`src/sv/ps2mt_pkg.sv`:
```
// ----------------------------------------------------------------------------
// ps2mt_pkg
// shared constants, types and helpers of the ps2 mouse packet tracker
// ----------------------------------------------------------------------------
package ps2mt_pkg;

    // wheel fifo geometry
    localparam int WHEEL_DEPTH = 64;
    localparam int WHEEL_AW    = (WHEEL_DEPTH > 1) ? $clog2(WHEEL_DEPTH) : 1;

    // cursor geometry
    localparam int COORD_BITS = 12;
    localparam int BOUND_BITS = COORD_BITS + 1;
    localparam int SUM_BITS   = COORD_BITS + 2;

    localparam logic [BOUND_BITS-1:0] BOUND_FULL  = {1'b1, {COORD_BITS{1'b0}}};
    localparam logic [COORD_BITS-1:0] COORD_MAX   = {COORD_BITS{1'b1}};

    // reset values
    localparam logic [BOUND_BITS-1:0] WIDTH_RESET  = BOUND_BITS'(320);
    localparam logic [BOUND_BITS-1:0] HEIGHT_RESET = BOUND_BITS'(200);
    localparam logic [COORD_BITS-1:0] POS_X_RESET  = COORD_BITS'(160);
    localparam logic [COORD_BITS-1:0] POS_Y_RESET  = COORD_BITS'(100);

    // header byte bits
    localparam int SYNC_BIT    = 3;
    localparam int X_SIGN_BIT  = 4;
    localparam int Y_SIGN_BIT  = 5;

    // packet positions
    localparam logic [1:0] POS_HEADER = 2'd0;
    localparam logic [1:0] POS_X      = 2'd1;
    localparam logic [1:0] POS_Y      = 2'd2;
    localparam logic [2:0] LEN_PLAIN  = 3'd3;
    localparam logic [2:0] LEN_WHEEL  = 3'd4;

    // request commands
    localparam logic CMD_BYTE = 1'b0;
    localparam logic CMD_POP  = 1'b1;

    // configuration port
    localparam int PADDR_BITS = 4;

    typedef enum logic [1:0] {
        REG_BOUNDS_WIDTH   = 2'd0,
        REG_BOUNDS_HEIGHT  = 2'd1,
        REG_WHEEL_MODE     = 2'd2,
        REG_DEVICE_PRESENT = 2'd3
    } cfg_reg_t;

    // fifo control and status between tracker and wheel fifo
    typedef struct packed {
        logic       push;
        logic       pop;
        logic [7:0] data;
    } fifo_req_t;

    typedef struct packed {
        logic popped;
        logic overflow;
    } fifo_stat_t;

    // circular pointer advance
    function automatic logic [WHEEL_AW-1:0] ptr_inc(input logic [WHEEL_AW-1:0] p);
        logic [WHEEL_AW-1:0] r;
        if (p == WHEEL_AW'(WHEEL_DEPTH - 1))
        begin
            r = '0;
        end
        else
        begin
            r = p + WHEEL_AW'(1);
        end
        return r;
    endfunction

endpackage

```
`src/sv/ps2mt_wheel_fifo.sv`:
```
// ----------------------------------------------------------------------------
// ps2mt_wheel_fifo
// wheel step fifo in a synchronous memory, one slot kept free for full
// ----------------------------------------------------------------------------
module ps2mt_wheel_fifo (
    input  logic                  clk,
    input  logic                  rst_n,
    input  ps2mt_pkg::fifo_req_t  req,
    output ps2mt_pkg::fifo_stat_t stat,
    output logic [7:0]            rdata
);

    logic [7:0]                    mem [ps2mt_pkg::WHEEL_DEPTH];
    logic [ps2mt_pkg::WHEEL_AW-1:0] rd_ptr_reg;
    logic [ps2mt_pkg::WHEEL_AW-1:0] rd_ptr_next;
    logic [ps2mt_pkg::WHEEL_AW-1:0] wr_ptr_reg;
    logic [ps2mt_pkg::WHEEL_AW-1:0] wr_ptr_next;
    logic [7:0]                    rdata_reg;
    logic                          empty;
    logic                          full;
    logic                          wr_en;

    // occupancy
    assign empty = (wr_ptr_reg == rd_ptr_reg);
    assign full  = (ps2mt_pkg::ptr_inc(wr_ptr_reg) == rd_ptr_reg);

    assign wr_en         = req.push && !full;
    assign stat.popped   = req.pop && !empty;
    assign stat.overflow = req.push && full;

    // pointer update
    always_comb
    begin
        rd_ptr_next = rd_ptr_reg;
        wr_ptr_next = wr_ptr_reg;
        if (stat.popped)
        begin
            rd_ptr_next = ps2mt_pkg::ptr_inc(rd_ptr_reg);
        end
        if (wr_en)
        begin
            wr_ptr_next = ps2mt_pkg::ptr_inc(wr_ptr_reg);
        end
    end

    always_ff @(posedge clk or negedge rst_n)
    begin
        if (!rst_n)
        begin
            rd_ptr_reg <= '0;
            wr_ptr_reg <= '0;
        end
        else
        begin
            rd_ptr_reg <= rd_ptr_next;
            wr_ptr_reg <= wr_ptr_next;
        end
    end

    // storage, registered read port
    always_ff @(posedge clk)
    begin
        if (wr_en)
        begin
            mem[wr_ptr_reg] <= req.data;
        end
        if (stat.popped)
        begin
            rdata_reg <= mem[rd_ptr_reg];
        end
    end

    assign rdata = rdata_reg;

endmodule

```
`src/sv/ps2_mouse_packet_tracker.sv`:
```
// ----------------------------------------------------------------------------
// ps2_mouse_packet_tracker
// assembles ps2 mouse packets, tracks a clamped cursor and queues wheel steps
// ----------------------------------------------------------------------------
// channel  dir  handshake           payload
// in       in   in_valid/in_stall   command, data_byte
// out      out  out_valid/out_stall cursor_x .. event_count
// cfg      in   apb psel/penable    bounds, wheel_mode, device_present
//
// one request per cycle while in_stall is low; a result passes the memory read stage and then the output register
// packet state is registered on acceptance; the fifo memory read is registered
// reset clears pointers and packet state, the fifo memory is not cleared
// out_stall holds the output register; the request side stalls only when
// both the memory read stage and the output register are full
// ----------------------------------------------------------------------------
module ps2_mouse_packet_tracker (
    input  logic                                   clk,
    input  logic                                   rst_n,
    // request channel
    input  logic                                   in_valid,
    output logic                                   in_stall,
    input  logic                                   command,
    input  logic [7:0]                             data_byte,
    // result channel
    output logic                                   out_valid,
    input  logic                                   out_stall,
    output logic [ps2mt_pkg::COORD_BITS-1:0]       cursor_x,
    output logic [ps2mt_pkg::COORD_BITS-1:0]       cursor_y,
    output logic [2:0]                             buttons,
    output logic                                   packet_done,
    output logic                                   sync_dropped,
    output logic                                   wheel_overflow,
    output logic signed [7:0]                      wheel_value,
    output logic                                   wheel_valid,
    output logic [31:0]                            event_count,
    // configuration port
    input  logic                                   psel,
    input  logic                                   penable,
    input  logic                                   pwrite,
    input  logic [ps2mt_pkg::PADDR_BITS-1:0]       paddr,
    input  logic [31:0]                            pwdata,
    output logic [31:0]                            prdata,
    output logic                                   pready
);

    typedef struct packed {
        logic [ps2mt_pkg::COORD_BITS-1:0] x;
        logic [ps2mt_pkg::COORD_BITS-1:0] y;
        logic [2:0]                       buttons;
        logic                             done;
        logic                             dropped;
        logic                             overflow;
        logic                             wvalid;
        logic [31:0]                      count;
    } result_t;

    // configuration registers
    logic [ps2mt_pkg::BOUND_BITS-1:0] width_reg;
    logic [ps2mt_pkg::BOUND_BITS-1:0] height_reg;
    logic                             wheel_mode_reg;
    logic                             present_reg;
    logic                             cfg_write;
    ps2mt_pkg::cfg_reg_t              cfg_sel;

    // packet state
    logic [1:0]                       pos_reg,     pos_next;
    logic [7:0]                       header_reg,  header_next;
    logic [7:0]                       xbyte_reg,   xbyte_next;
    logic [7:0]                       ybyte_reg,   ybyte_next;
    logic [ps2mt_pkg::COORD_BITS-1:0] posx_reg,    posx_next;
    logic [ps2mt_pkg::COORD_BITS-1:0] posy_reg,    posy_next;
    logic [2:0]                       button_reg,  button_next;
    logic [31:0]                      count_reg,   count_next;

    // step signals
    logic                             accept;
    logic                             byte_active;
    logic                             done;
    logic                             dropped;
    logic                             push_req;
    logic [2:0]                       pos_inc;
    logic [2:0]                       pkt_len;
    logic signed [8:0]                dx;
    logic signed [8:0]                dy;
    logic signed [ps2mt_pkg::SUM_BITS-1:0] sum_x;
    logic signed [ps2mt_pkg::SUM_BITS-1:0] sum_y;

    // fifo
    ps2mt_pkg::fifo_req_t             fifo_req;
    ps2mt_pkg::fifo_stat_t            fifo_stat;
    logic [7:0]                       fifo_rdata;

    // pipeline
    logic                             s1_valid_reg;
    result_t                          s1_reg;
    result_t                          s1_next;
    logic                             s1_advance;
    logic                             out_valid_reg;
    result_t                          out_reg;
    logic [7:0]                       wvalue_reg;

    // clamp a moved coordinate to 0 .. bound-1, to 0 for a zero bound and to COORD_MAX above BOUND_FULL
    function automatic logic [ps2mt_pkg::COORD_BITS-1:0] clamp_axis(
        input logic signed [ps2mt_pkg::SUM_BITS-1:0] v,
        input logic [ps2mt_pkg::BOUND_BITS-1:0]      bound
    );
        logic [ps2mt_pkg::COORD_BITS-1:0] lim;
        logic [ps2mt_pkg::BOUND_BITS-1:0] bm1;
        logic [ps2mt_pkg::COORD_BITS-1:0] r;
        bm1 = bound - ps2mt_pkg::BOUND_BITS'(1);
        if (bound == '0)
        begin
            lim = '0;
        end
        else if (bound > ps2mt_pkg::BOUND_FULL)
        begin
            lim = ps2mt_pkg::COORD_MAX;
        end
        else
        begin
            lim = bm1[ps2mt_pkg::COORD_BITS-1:0];
        end
        if (v < 0)
        begin
            r = '0;
        end
        else if (v > $signed({2'b00, lim}))
        begin
            r = lim;
        end
        else
        begin
            r = v[ps2mt_pkg::COORD_BITS-1:0];
        end
        return r;
    endfunction

    // configuration port
    assign pready    = 1'b1;
    assign cfg_sel   = ps2mt_pkg::cfg_reg_t'(paddr[3:2]);
    assign cfg_write = psel && penable && pwrite;

    always_ff @(posedge clk or negedge rst_n)
    begin
        if (!rst_n)
        begin
            width_reg      <= ps2mt_pkg::WIDTH_RESET;
            height_reg     <= ps2mt_pkg::HEIGHT_RESET;
            wheel_mode_reg <= 1'b0;
            present_reg    <= 1'b0;
        end
        else if (cfg_write)
        begin
            unique case (cfg_sel)
                ps2mt_pkg::REG_BOUNDS_WIDTH:   width_reg      <= pwdata[ps2mt_pkg::BOUND_BITS-1:0];
                ps2mt_pkg::REG_BOUNDS_HEIGHT:  height_reg     <= pwdata[ps2mt_pkg::BOUND_BITS-1:0];
                ps2mt_pkg::REG_WHEEL_MODE:     wheel_mode_reg <= pwdata[0];
                ps2mt_pkg::REG_DEVICE_PRESENT: present_reg    <= pwdata[0];
            endcase
        end
    end

    // register readback
    always_comb
    begin
        unique case (cfg_sel)
            ps2mt_pkg::REG_BOUNDS_WIDTH:   prdata = 32'(width_reg);
            ps2mt_pkg::REG_BOUNDS_HEIGHT:  prdata = 32'(height_reg);
            ps2mt_pkg::REG_WHEEL_MODE:     prdata = 32'(wheel_mode_reg);
            ps2mt_pkg::REG_DEVICE_PRESENT: prdata = 32'(present_reg);
        endcase
    end

    // request handshake
    assign s1_advance  = s1_valid_reg && (!out_valid_reg || !out_stall);
    assign in_stall    = s1_valid_reg && !s1_advance;
    assign accept      = in_valid && !in_stall;
    assign byte_active = accept && (command == ps2mt_pkg::CMD_BYTE) && present_reg;

    // packet assembly, cursor move and clamp
    assign pos_inc = {1'b0, pos_reg} + 3'd1;
    assign pkt_len = wheel_mode_reg ? ps2mt_pkg::LEN_WHEEL : ps2mt_pkg::LEN_PLAIN;
    assign dx      = $signed({header_reg[ps2mt_pkg::X_SIGN_BIT], xbyte_next});
    assign dy      = $signed({header_reg[ps2mt_pkg::Y_SIGN_BIT], ybyte_next});
    assign sum_x   = $signed({2'b00, posx_reg})
                   + $signed({{(ps2mt_pkg::SUM_BITS-9){dx[8]}}, dx});
    assign sum_y   = $signed({2'b00, posy_reg})
                   - $signed({{(ps2mt_pkg::SUM_BITS-9){dy[8]}}, dy});

    always_comb
    begin
        pos_next    = pos_reg;
        header_next = header_reg;
        xbyte_next  = xbyte_reg;
        ybyte_next  = ybyte_reg;
        posx_next   = posx_reg;
        posy_next   = posy_reg;
        button_next = button_reg;
        done        = 1'b0;
        dropped     = 1'b0;
        push_req    = 1'b0;
        if (byte_active)
        begin
            if (pos_reg == ps2mt_pkg::POS_HEADER)
            begin
                if (!data_byte[ps2mt_pkg::SYNC_BIT])
                begin
                    dropped = 1'b1;
                end
                else
                begin
                    header_next = data_byte;
                    pos_next    = ps2mt_pkg::POS_X;
                end
            end
            else
            begin
                if (pos_reg == ps2mt_pkg::POS_X)
                begin
                    xbyte_next = data_byte;
                end
                if (pos_reg == ps2mt_pkg::POS_Y)
                begin
                    ybyte_next = data_byte;
                end
                if (pos_inc >= pkt_len)
                begin
                    pos_next    = ps2mt_pkg::POS_HEADER;
                    done        = 1'b1;
                    button_next = header_reg[2:0];
                    posx_next   = clamp_axis(sum_x, width_reg);
                    posy_next   = clamp_axis(sum_y, height_reg);
                    push_req    = wheel_mode_reg && (pos_inc == ps2mt_pkg::LEN_WHEEL)
                                  && (data_byte != 8'd0);
                end
                else
                begin
                    pos_next = pos_inc[1:0];
                end
            end
        end
    end

    // received byte counter
    assign count_next = (accept && (command == ps2mt_pkg::CMD_BYTE))
                      ? count_reg + 32'd1 : count_reg;

    always_ff @(posedge clk or negedge rst_n)
    begin
        if (!rst_n)
        begin
            pos_reg    <= ps2mt_pkg::POS_HEADER;
            header_reg <= '0;
            xbyte_reg  <= '0;
            ybyte_reg  <= '0;
            posx_reg   <= ps2mt_pkg::POS_X_RESET;
            posy_reg   <= ps2mt_pkg::POS_Y_RESET;
            button_reg <= '0;
            count_reg  <= '0;
        end
        else
        begin
            pos_reg    <= pos_next;
            header_reg <= header_next;
            xbyte_reg  <= xbyte_next;
            ybyte_reg  <= ybyte_next;
            posx_reg   <= posx_next;
            posy_reg   <= posy_next;
            button_reg <= button_next;
            count_reg  <= count_next;
        end
    end

    // wheel fifo
    assign fifo_req.push = push_req;
    assign fifo_req.pop  = accept && (command == ps2mt_pkg::CMD_POP);
    assign fifo_req.data = data_byte;

    ps2mt_wheel_fifo u_wheel_fifo (
        .clk   (clk),
        .rst_n (rst_n),
        .req   (fifo_req),
        .stat  (fifo_stat),
        .rdata (fifo_rdata)
    );

    // memory read stage
    always_comb
    begin
        s1_next.x        = posx_next;
        s1_next.y        = posy_next;
        s1_next.buttons  = button_next;
        s1_next.done     = done;
        s1_next.dropped  = dropped;
        s1_next.overflow = fifo_stat.overflow;
        s1_next.wvalid   = fifo_stat.popped;
        s1_next.count    = count_next;
    end

    always_ff @(posedge clk or negedge rst_n)
    begin
        if (!rst_n)
        begin
            s1_valid_reg <= 1'b0;
        end
        else if (accept)
        begin
            s1_valid_reg <= 1'b1;
        end
        else if (s1_advance)
        begin
            s1_valid_reg <= 1'b0;
        end
    end

    always_ff @(posedge clk)
    begin
        if (accept)
        begin
            s1_reg <= s1_next;
        end
    end

    // output register
    always_ff @(posedge clk or negedge rst_n)
    begin
        if (!rst_n)
        begin
            out_valid_reg <= 1'b0;
        end
        else if (s1_advance)
        begin
            out_valid_reg <= 1'b1;
        end
        else if (!out_stall)
        begin
            out_valid_reg <= 1'b0;
        end
    end

    always_ff @(posedge clk)
    begin
        if (s1_advance)
        begin
            out_reg    <= s1_reg;
            wvalue_reg <= s1_reg.wvalid ? fifo_rdata : 8'd0;
        end
    end

    assign out_valid      = out_valid_reg;
    assign cursor_x       = out_reg.x;
    assign cursor_y       = out_reg.y;
    assign buttons        = out_reg.buttons;
    assign packet_done    = out_reg.done;
    assign sync_dropped   = out_reg.dropped;
    assign wheel_overflow = out_reg.overflow;
    assign wheel_value    = $signed(wvalue_reg);
    assign wheel_valid    = out_reg.wvalid;
    assign event_count    = out_reg.count;

endmodule

```
`config.mk`:
```
export PLATFORM = sky130hd
export DESIGN_NAME = ps2_mouse_packet_tracker
export DESIGN_NICKNAME = d
export VERILOG_FILES = /design/src/sv/ps2mt_pkg.sv /design/src/sv/ps2mt_wheel_fifo.sv /design/src/sv/ps2_mouse_packet_tracker.sv
export SDC_FILE = /design/constraint.sdc
export NUM_CORES = 1
export LEC_CHECK = 0
export ABC_AREA = 1
export ABC_CLOCK_PERIOD_IN_PS = 13000
export BUFFER_PORTS_ARGS = -buffer_cell sky130_fd_sc_hd__buf_2
export CAP_MARGIN = 0
export CELL_PAD_IN_SITES_DETAIL_PLACEMENT = 1
export CELL_PAD_IN_SITES_GLOBAL_PLACEMENT = 1
export CORE_MARGIN = 2
export CORE_UTILIZATION = 53
export CTS_CLUSTER_SIZE = 24
export DETAILED_ROUTE_END_ITERATION = 8
export MAX_ROUTING_LAYER = met4
export PLACE_DENSITY = 0.84
export SYNTH_ARGS = -nofsm -noshare
export SYNTH_HDL_FRONTEND = slang
export SYNTH_HIERARCHICAL = 1
export SYNTH_SLANG_ARGS = --single-unit
```
`constraint.sdc`:
```
create_clock -name clk -period 13 [get_ports clk]
set_clock_uncertainty 0.05 [all_clocks]
set_input_delay 2.6 -clock clk [delete_from_list [all_inputs] [get_ports clk]]
set_output_delay 2.6 -clock clk [all_outputs]
set_load 0.01 [all_outputs]
```
## Yosys cells after proc, flatten, opt, wreduce, memory -nomap -nowiden

Memories as Yosys holds them, arrays and structs flattened. A register that Yosys moved wholly into a read port is not among the register bits.
Index checks and enable logic that the tools add are counted.

| cells by class | value |
|---|---|
| $add $sub $neg | 8 |
| order comparisons | 7 |
| equal/unequal tests | 12 |
| mux-type cells | 48 |
| bitwise operators | 2 |
| reductions and logical operators | 34 |

Operators with widths:

| kind | count |
|---|---|
| 12-bit 2-to-1 mux | 20 |
| 32-bit case mux with 4 select lines | 1 |
| 8-bit 2-to-1 mux | 6 |
| 32-bit by 1-bit adder with 32-bit output, second input constant | 1 |
| 32-bit 2-to-1 mux | 1 |
| 14-bit by 13-bit > comparator with 1-bit output | 2 |
| 14-bit by 1-bit less-than comparator with 1-bit output, second input constant | 2 |
| 13-bit > comparator, second input constant | 2 |
| 13-bit logical NOT | 2 |
| 12-bit by 1-bit subtractor with 12-bit output, second input constant | 2 |
| 13-bit by 9-bit adder with 14-bit output | 1 |
| 13-bit by 9-bit subtractor with 14-bit output | 1 |
| 1-bit logical AND | 13 |
| 6-bit by 1-bit adder with 6-bit output, second input constant | 2 |
| 6-bit equality test | 2 |
| 6-bit equality test, second input constant | 2 |
| 3-bit 2-to-1 mux | 4 |
| 6-bit 2-to-1 mux | 2 |
| 2-bit AND reduction | 6 |
| 1-bit 2-to-1 mux | 11 |
| 8-bit nonzero test | 1 |
| 2-bit equality test, second input constant | 3 |
| 1-bit logical NOT | 6 |
| 2-bit 2-to-1 mux | 3 |
| 12 further kinds | 15 |

| storage, ports and cells | value |
|---|---|
| bits in registers | 259 |
| bits in writable memories | 512 |
| bits of input ports | 52 |
| output and inout port bits | 106 |
| word-level logic and storage cells | 145 |
| memories kept | 1 |

Memory list:

| name | depth | width | rd ports | clocked after Yosys merged registers in | write ports | RTL line | text |
|---|---|---|---|---|---|---|---|
| u_wheel_fifo.mem | 64 | 8 | 1 | 1 | 1 | ps2mt_wheel_fifo.sv:13 | `logic [7:0] mem [ps2mt_pkg::WHEEL_DEPTH];` |

## Depth between registers and ports, before layout

| logic depth | value |
|---|---|
| word-level depth | 17 |
| gate-level depth with buffers | 31 |
| gate-level depth less buffers | 30 |

## Modules after synthesis

The synthesis kept the hierarchy.

By module, submodules not included:

| module | instances | cells each | area each (um^2) | sequential area each (um^2) |
|---|---|---|---|---|
| ps2mt_wheel_fifo | 1 | 1910 | 22107.5 | 15915.3 |
| ps2_mouse_packet_tracker | 1 | 1236 | 12157.9 | 6839.1 |

## Least setup slack after synthesis

Ideal clock, no wire load.

| timing path | value |
|---|---|
| path kind | input to register |
| start point | input port out_stall |
| end point | register out_reg (netlist bit buttons[0]), enable pin |
| library setup time | 524 ps |
| arrival time | 6065 ps |
| required time | 12426 ps |
| path slack | 6362 ps |
| stages on the path | 1 |
| buffers on the path | 0 |
| path through | a21oi_1 |

| on the way | value |
|---|---|
| longest elaborated chain between the ends | 3 |

Ends and longest elaborated chain:

| what | RTL line | text |
|---|---|---|
| start, declared | ps2_mouse_packet_tracker.sv:26 | `input logic out_stall,` |
| 1-bit logical NOT | - |  |
| 1-bit logical OR | ps2_mouse_packet_tracker.sv:175 | `assign s1_advance = s1_valid_reg && (!out_valid_reg \|\| !out_stall);` |
| 1-bit logical AND | ps2_mouse_packet_tracker.sv:175 |  |
| end signal, assigned | ps2_mouse_packet_tracker.sv:345 | `out_reg <= s1_reg;` |
| end, declared | ps2_mouse_packet_tracker.sv:99 | `result_t out_reg;` |

No other way between the ends.
A chain may end at the register's enable or synchronous reset.

## Worst setup path after layout

| timing path | value |
|---|---|
| start point | input port command |
| end point | register s1_reg[60] (netlist bit) (data pin) |

| on the way | value |
|---|---|
| longest elaborated chain between the ends | 11 |
| elaborated cells between the ends (all ways) | 12 |
| those cells by class | add/sub (1); order compare (2); mux (6); bitwise (1); reduce/logical (2) |

Ends and longest elaborated chain:

| what | RTL line | text |
|---|---|---|
| start, declared | ps2_mouse_packet_tracker.sv:22 | `input logic command,` |
| 1-bit NOT * | ps2_mouse_packet_tracker.sv:178 | `assign byte_active = accept && (command == ps2mt_pkg::CMD_BYTE) && present_reg;` |
| 1-bit logical AND * (2 in a row) | ps2_mouse_packet_tracker.sv:178 |  |
| 8-bit 2-to-1 mux * | ps2_mouse_packet_tracker.sv:202 | `if (byte_active)` |
| named net xbyte_next[2] | ps2_mouse_packet_tracker.sv:68 | `logic [7:0] xbyte_reg, xbyte_next;` |
| 13-bit by 9-bit adder with 14-bit output * | ps2_mouse_packet_tracker.sv:186 | `+ $signed({{(ps2mt_pkg::SUM_BITS-9){dx[8]}}, dx});` |
| 14-bit by 13-bit > comparator with 1-bit output | ps2_mouse_packet_tracker.sv:127 | `else if (v > $signed({2'b00, lim}))` |
| 12-bit 2-to-1 mux | ps2_mouse_packet_tracker.sv:127 |  |
| 12-bit 2-to-1 mux * | ps2_mouse_packet_tracker.sv:123 | `if (v < 0)` |
| 12-bit 2-to-1 mux * | ps2_mouse_packet_tracker.sv:226 | `if (pos_inc >= pkt_len)` |
| 12-bit 2-to-1 mux * | ps2_mouse_packet_tracker.sv:204 | `if (pos_reg == ps2mt_pkg::POS_HEADER)` |
| 12-bit 2-to-1 mux * | ps2_mouse_packet_tracker.sv:202 |  |
| named net posx_next, one bit | ps2_mouse_packet_tracker.sv:70 | `logic [ps2mt_pkg::COORD_BITS-1:0] posx_reg, posx_next;` |
| end signal, assigned | ps2_mouse_packet_tracker.sv:320 | `s1_reg <= s1_next;` |
| end, declared | ps2_mouse_packet_tracker.sv:95 | `result_t s1_reg;` |

The timed path passes the listed nets; every way through them passes the cells marked *.

==> metrics.md <==
| Metric | Value |
|---|---|
| Required time of the worst setup path | `around 13 ns` |
| Leak pwr | `15.02 nW` |
| Clk Tree Root Cell | `clkbuf_16` |
| Crit share post-route | `0.5631` |
| IO buf count | `around 120` |
| Htree depth | `3` |
| CTS tree | `built` |
| Max Clk Rate | `136.6 MHz` |
| Final critical-path required period | `7.321 ns` |
| Worst rel slew slack | `0.1926` |
| Least-Margin Pin Slew | `between 1 and 1.5 ns` |
| Post-synth EDFFs | `between 600 and 700` |
| CTS Hold Bufs | `0` |
| Adder-Cell Fraction of Synth Area | `0.02417` |
| Slew Limit Fails | `0` |
| Ys async rst share | `0.1594` |
| CTS buffer count | `80` |
| Worst R2R Setup Slack | `~7.3 ns` |
| Initial antenna violation count | `0` |
| Internal | `roughly 0.0049 W` |
| Status | `finished, final reports clean` |
| Reg power frac | `0.396` |
| # setup viols final | `0` |
| Max reg flops | `512` |
| Clock Tree Buf Depth | `3` |
| Mux cell area share after synthesis | `0.0002921` |
| Pwr dens | `between 200 and 250 mW/mm^2` |
| Logic pwr share | `0.312` |
| RSZ-0062 raised after global routing | `no` |
| Die W | `258.3 um` |
| Final GP Congestion | `roughly 0.9` |
| Netlist cell types | `a little under 60` |
| Num rows | `93` |
| Synth Warn # | `6` |
| Drt drc | `0` |
| Max Cap Viol | `0` |
| Clk pin slew, worst setup/hold paths | `approximately 0.07 ns` |
| Setup CP Type | `in2reg` |
| Final hold vios | `0` |
| Switching share of power | `0.3690` |
| Post-Synth XOR/XNOR Area | `0.01508` |
| Crit start category | `primary input` |
| Crit Reg-Reg Endpoint | `s1_reg[46]` |
| Worst r2r src | `pos_reg[0]` |
| Number of top-level pins | `~160` |
| Primary FF master, synth | `edfxtp_1` |
| Seq/Total Area, Yosys | `0.6641` |
| Commonest non-fill, non-tap cell in the layout | `nand2_1` |
| Final net count | `~3300` |
| Main combinational cell family by area after synthesis | `simple AND/OR/NAND/NOR gates` |
| Crit-path most repeated cell | `inv_1` |
| Syn avg cell area | `between 10 and 15 sq um` |
| Critical Path Start | `command` |
| Crit Path Max Fanout | `15` |
| Avg WL per Cell | `around 24 um` |
| # clock sinks | `778` |
| Post-DRT Antenna Nets | `0` |
| 1st-iter DRT viols | `2082` |
| Synthesized flop and latch total | `778` |
| Largest stage delay, worst path | `0.42 ns` |
| Peak supply drop | `0.0001596 V` |
| Footprint of the multi-input gates | `0.009874 sq mm` |
| Min-delay worst type | `reg2reg` |
| Fin worst setup slack | `around 5.7 ns` |
| Clock share of power | `0.291` |
| Die area | `0.06670 sq mm` |
| Crit. End Element | `flip-flop` |
| Compound-Gate Fraction of Synth Area | `0.06671` |
| CTS resizes | `0` |
| Diode count | `0` |
| Cells after Synth | `3146` |
| Setup_tns | `0 ns` |
| GRT Total Usage | `0.3032` |
| CP bufs+invs | `6` |
| Vias per inst | `between 5 and 6` |
| Grt ovf | `0` |
| Largest net degree at the start of global routing | `226` |
| Area grow syn2layout | `10.60%` |
| Total number of vias | `24440` |
| Worst R2R Path Depth | `27` |
| DP Wirelength | `approximately 60000 um` |
| Post-place setup slack | `5.076 ns` |
| Switching pwr | `0.002840 W` |
| Synth Area in Simple Gates | `0.1787` |
| CP Depth | `25` |
| CP Capture Point | `s1_reg[60]` |
| Share of cells above drive strength 1 | `0.1007` |
| FF+latch area | `~0.023 sq mm` |
| CP max stage cell | `nand3_1` |
| Top Family by Delay on Critical Path | `simple AND/OR/NAND/NOR gates` |
| First-pass detailed-route iteration total | `6` |
| Global-route wire length before repair | `approximately 150000 um` |
| DIE HEIGHT | `258.3 um` |
| Synthesized area | `0.03427 sq mm` |
| Core area | `between 0.06 and 0.07 sq mm` |
| # fillers | `6779` |
| Worst EP arrival | `about 7.6 ns` |
| Worst-skew pair later-pin latency | `0.63 ns` |
| Post-CTS setup buffer count | `0` |
| Routed WL | `just under 100000 um` |
| Initial Util | `0.5335` |
| Commonest cells after routing, fill and taps aside | `704 x nand2_1, 654 x edfxtp_1, 331 x nor2_1` |
| Vias in the first global route | `25860` |
worst register-to-register path: stages, from the launching register on:
cell and delay (ns):
dfrtp_1 0.47, inv_1 0.15, ha_1 0.31, inv_2 0.14, nand2_1 0.08, nor2_1 0.55
nand2_1 0.12, o21ai_0 0.15, inv_1 0.13, ha_1 0.30, a21o_1 0.17, nand2_1 0.08
nand2_1 0.06, nand2_1 0.09, nand2_1 0.08, nand2_1 0.14, o21ai_0 0.15, a21oi_1 0.20
xor2_1 0.30, inv_1 0.09, ha_1 0.34, a21oi_1 0.13, a21boi_2 0.18, nand3_2 0.30
nand2_2 0.35, nand2_1 0.11, nand3_1 0.12, nand2_1 0.12
worst min path at each step:
| stage | startpoint | to | cells after the start |
|---|---|---|---|
| global placement | s1_reg[52] | cursor_x[1] | 0 |
| CTS | s1_reg[40] | cursor_y[1] | 0 |
| floorplan | s1_reg[36] | buttons[0] | 0 |
| detailed placement | s1_reg[3] | event_count[3] | 0 |
| global route | s1_reg[62] | cursor_x[11] | 0 |
| finish | s1_reg[40] | cursor_y[1] | 0 |
power by group through the flow:
stage | sequential (W) | combinational (W) | clock, W
after CTS | 0.00305 | 0.00238 | 0.00227
after global placement | 0.00308 | 0.00215 | 0
after global routing | 0.00306 | 0.00266 | 0.00236
final | 0.00305 | 0.00240 | 0.00224
after floorplan | 0.00302 | 0.00169 | 0
after detailed placement | 0.00309 | 0.00234 | 0
metrics by stage:
step                      power [W]    util  hold WS (ns)  instances  instance area, sq um
after global placement     0.005234  0.5506        0.3515       3997                 35370
final                      0.007695  0.5900        0.3671       4143                 37900
after detailed placement   0.005428  0.5506        0.3563       3997                 35370
after global routing       0.008080  0.5900        0.3742       4143                 37900
after floorplan            0.004700       -        0.3503       3164                 34330
after CTS                  0.007703  0.5900        0.3627       4143                 37900
Yosys cell counts (all sizes together) (2+ instances only):
master  number  share of area
o211ai      32         0.0070
buf        108          0.019
a21boi       3        0.00088
clkbuf      51         0.0056
xnor2       20         0.0051
a21oi      108          0.016
nor3        27         0.0039
xor2        39          0.010
dfrtp      114          0.083
and3         2        0.00037
a31oi        2        0.00055
nor4         7         0.0013
conb         2        0.00022
edfxtp     654           0.57
or2          3        0.00062
ha          63          0.023
nand2      717          0.080
o21bai       4        0.00088
o21ai      225          0.033
nand3      295          0.047
inv        238          0.026
o31ai        7         0.0015
fa           2         0.0012
a22o         2        0.00051
nor2       345          0.039
dfstp       10         0.0077
nand4       30         0.0058
a21o         3        0.00066
o22ai       22         0.0040
metal layers:
| metal | GRT usage | share of wire |
|---|---|---|
| met5 | - | 0 |
| met4 | 0.1158 | 0.033 |
| met3 | 0.04040 | 0.057 |
| met2 | 0.5012 | 0.51 |
| met1 | 0.3838 | 0.40 |
final cells by class:
| cell class | instances | share of cell area |
|---|---|---|
| Clock buffer | 104 | 0.05656 |
| Clock inverter | 42 | 0.01027 |
| Inverter | 239 | 0.02380 |
| Multi-Input combinational cell | 1988 | 0.2606 |
| Sequential cell | 778 | 0.6006 |
| Tap cell | 855 | 0.02823 |
| Timing Repair Buffer | 137 | 0.01997 |
logic make-up after synthesis:
| family | Yosys count |
|---|---|
| AND/OR/NAND/NOR | 1428 |
| flip-flops | 778 |
| AO/OA/AOI/OAI | 415 |
| buffers and inverters | 398 |
| adder cells (fa/ha/maj) | 65 |
| XOR/XNOR | 59 |
| other | 2 |
| multiplexers | 1 |
Note: power is estimated with default switching activity, not from simulation.
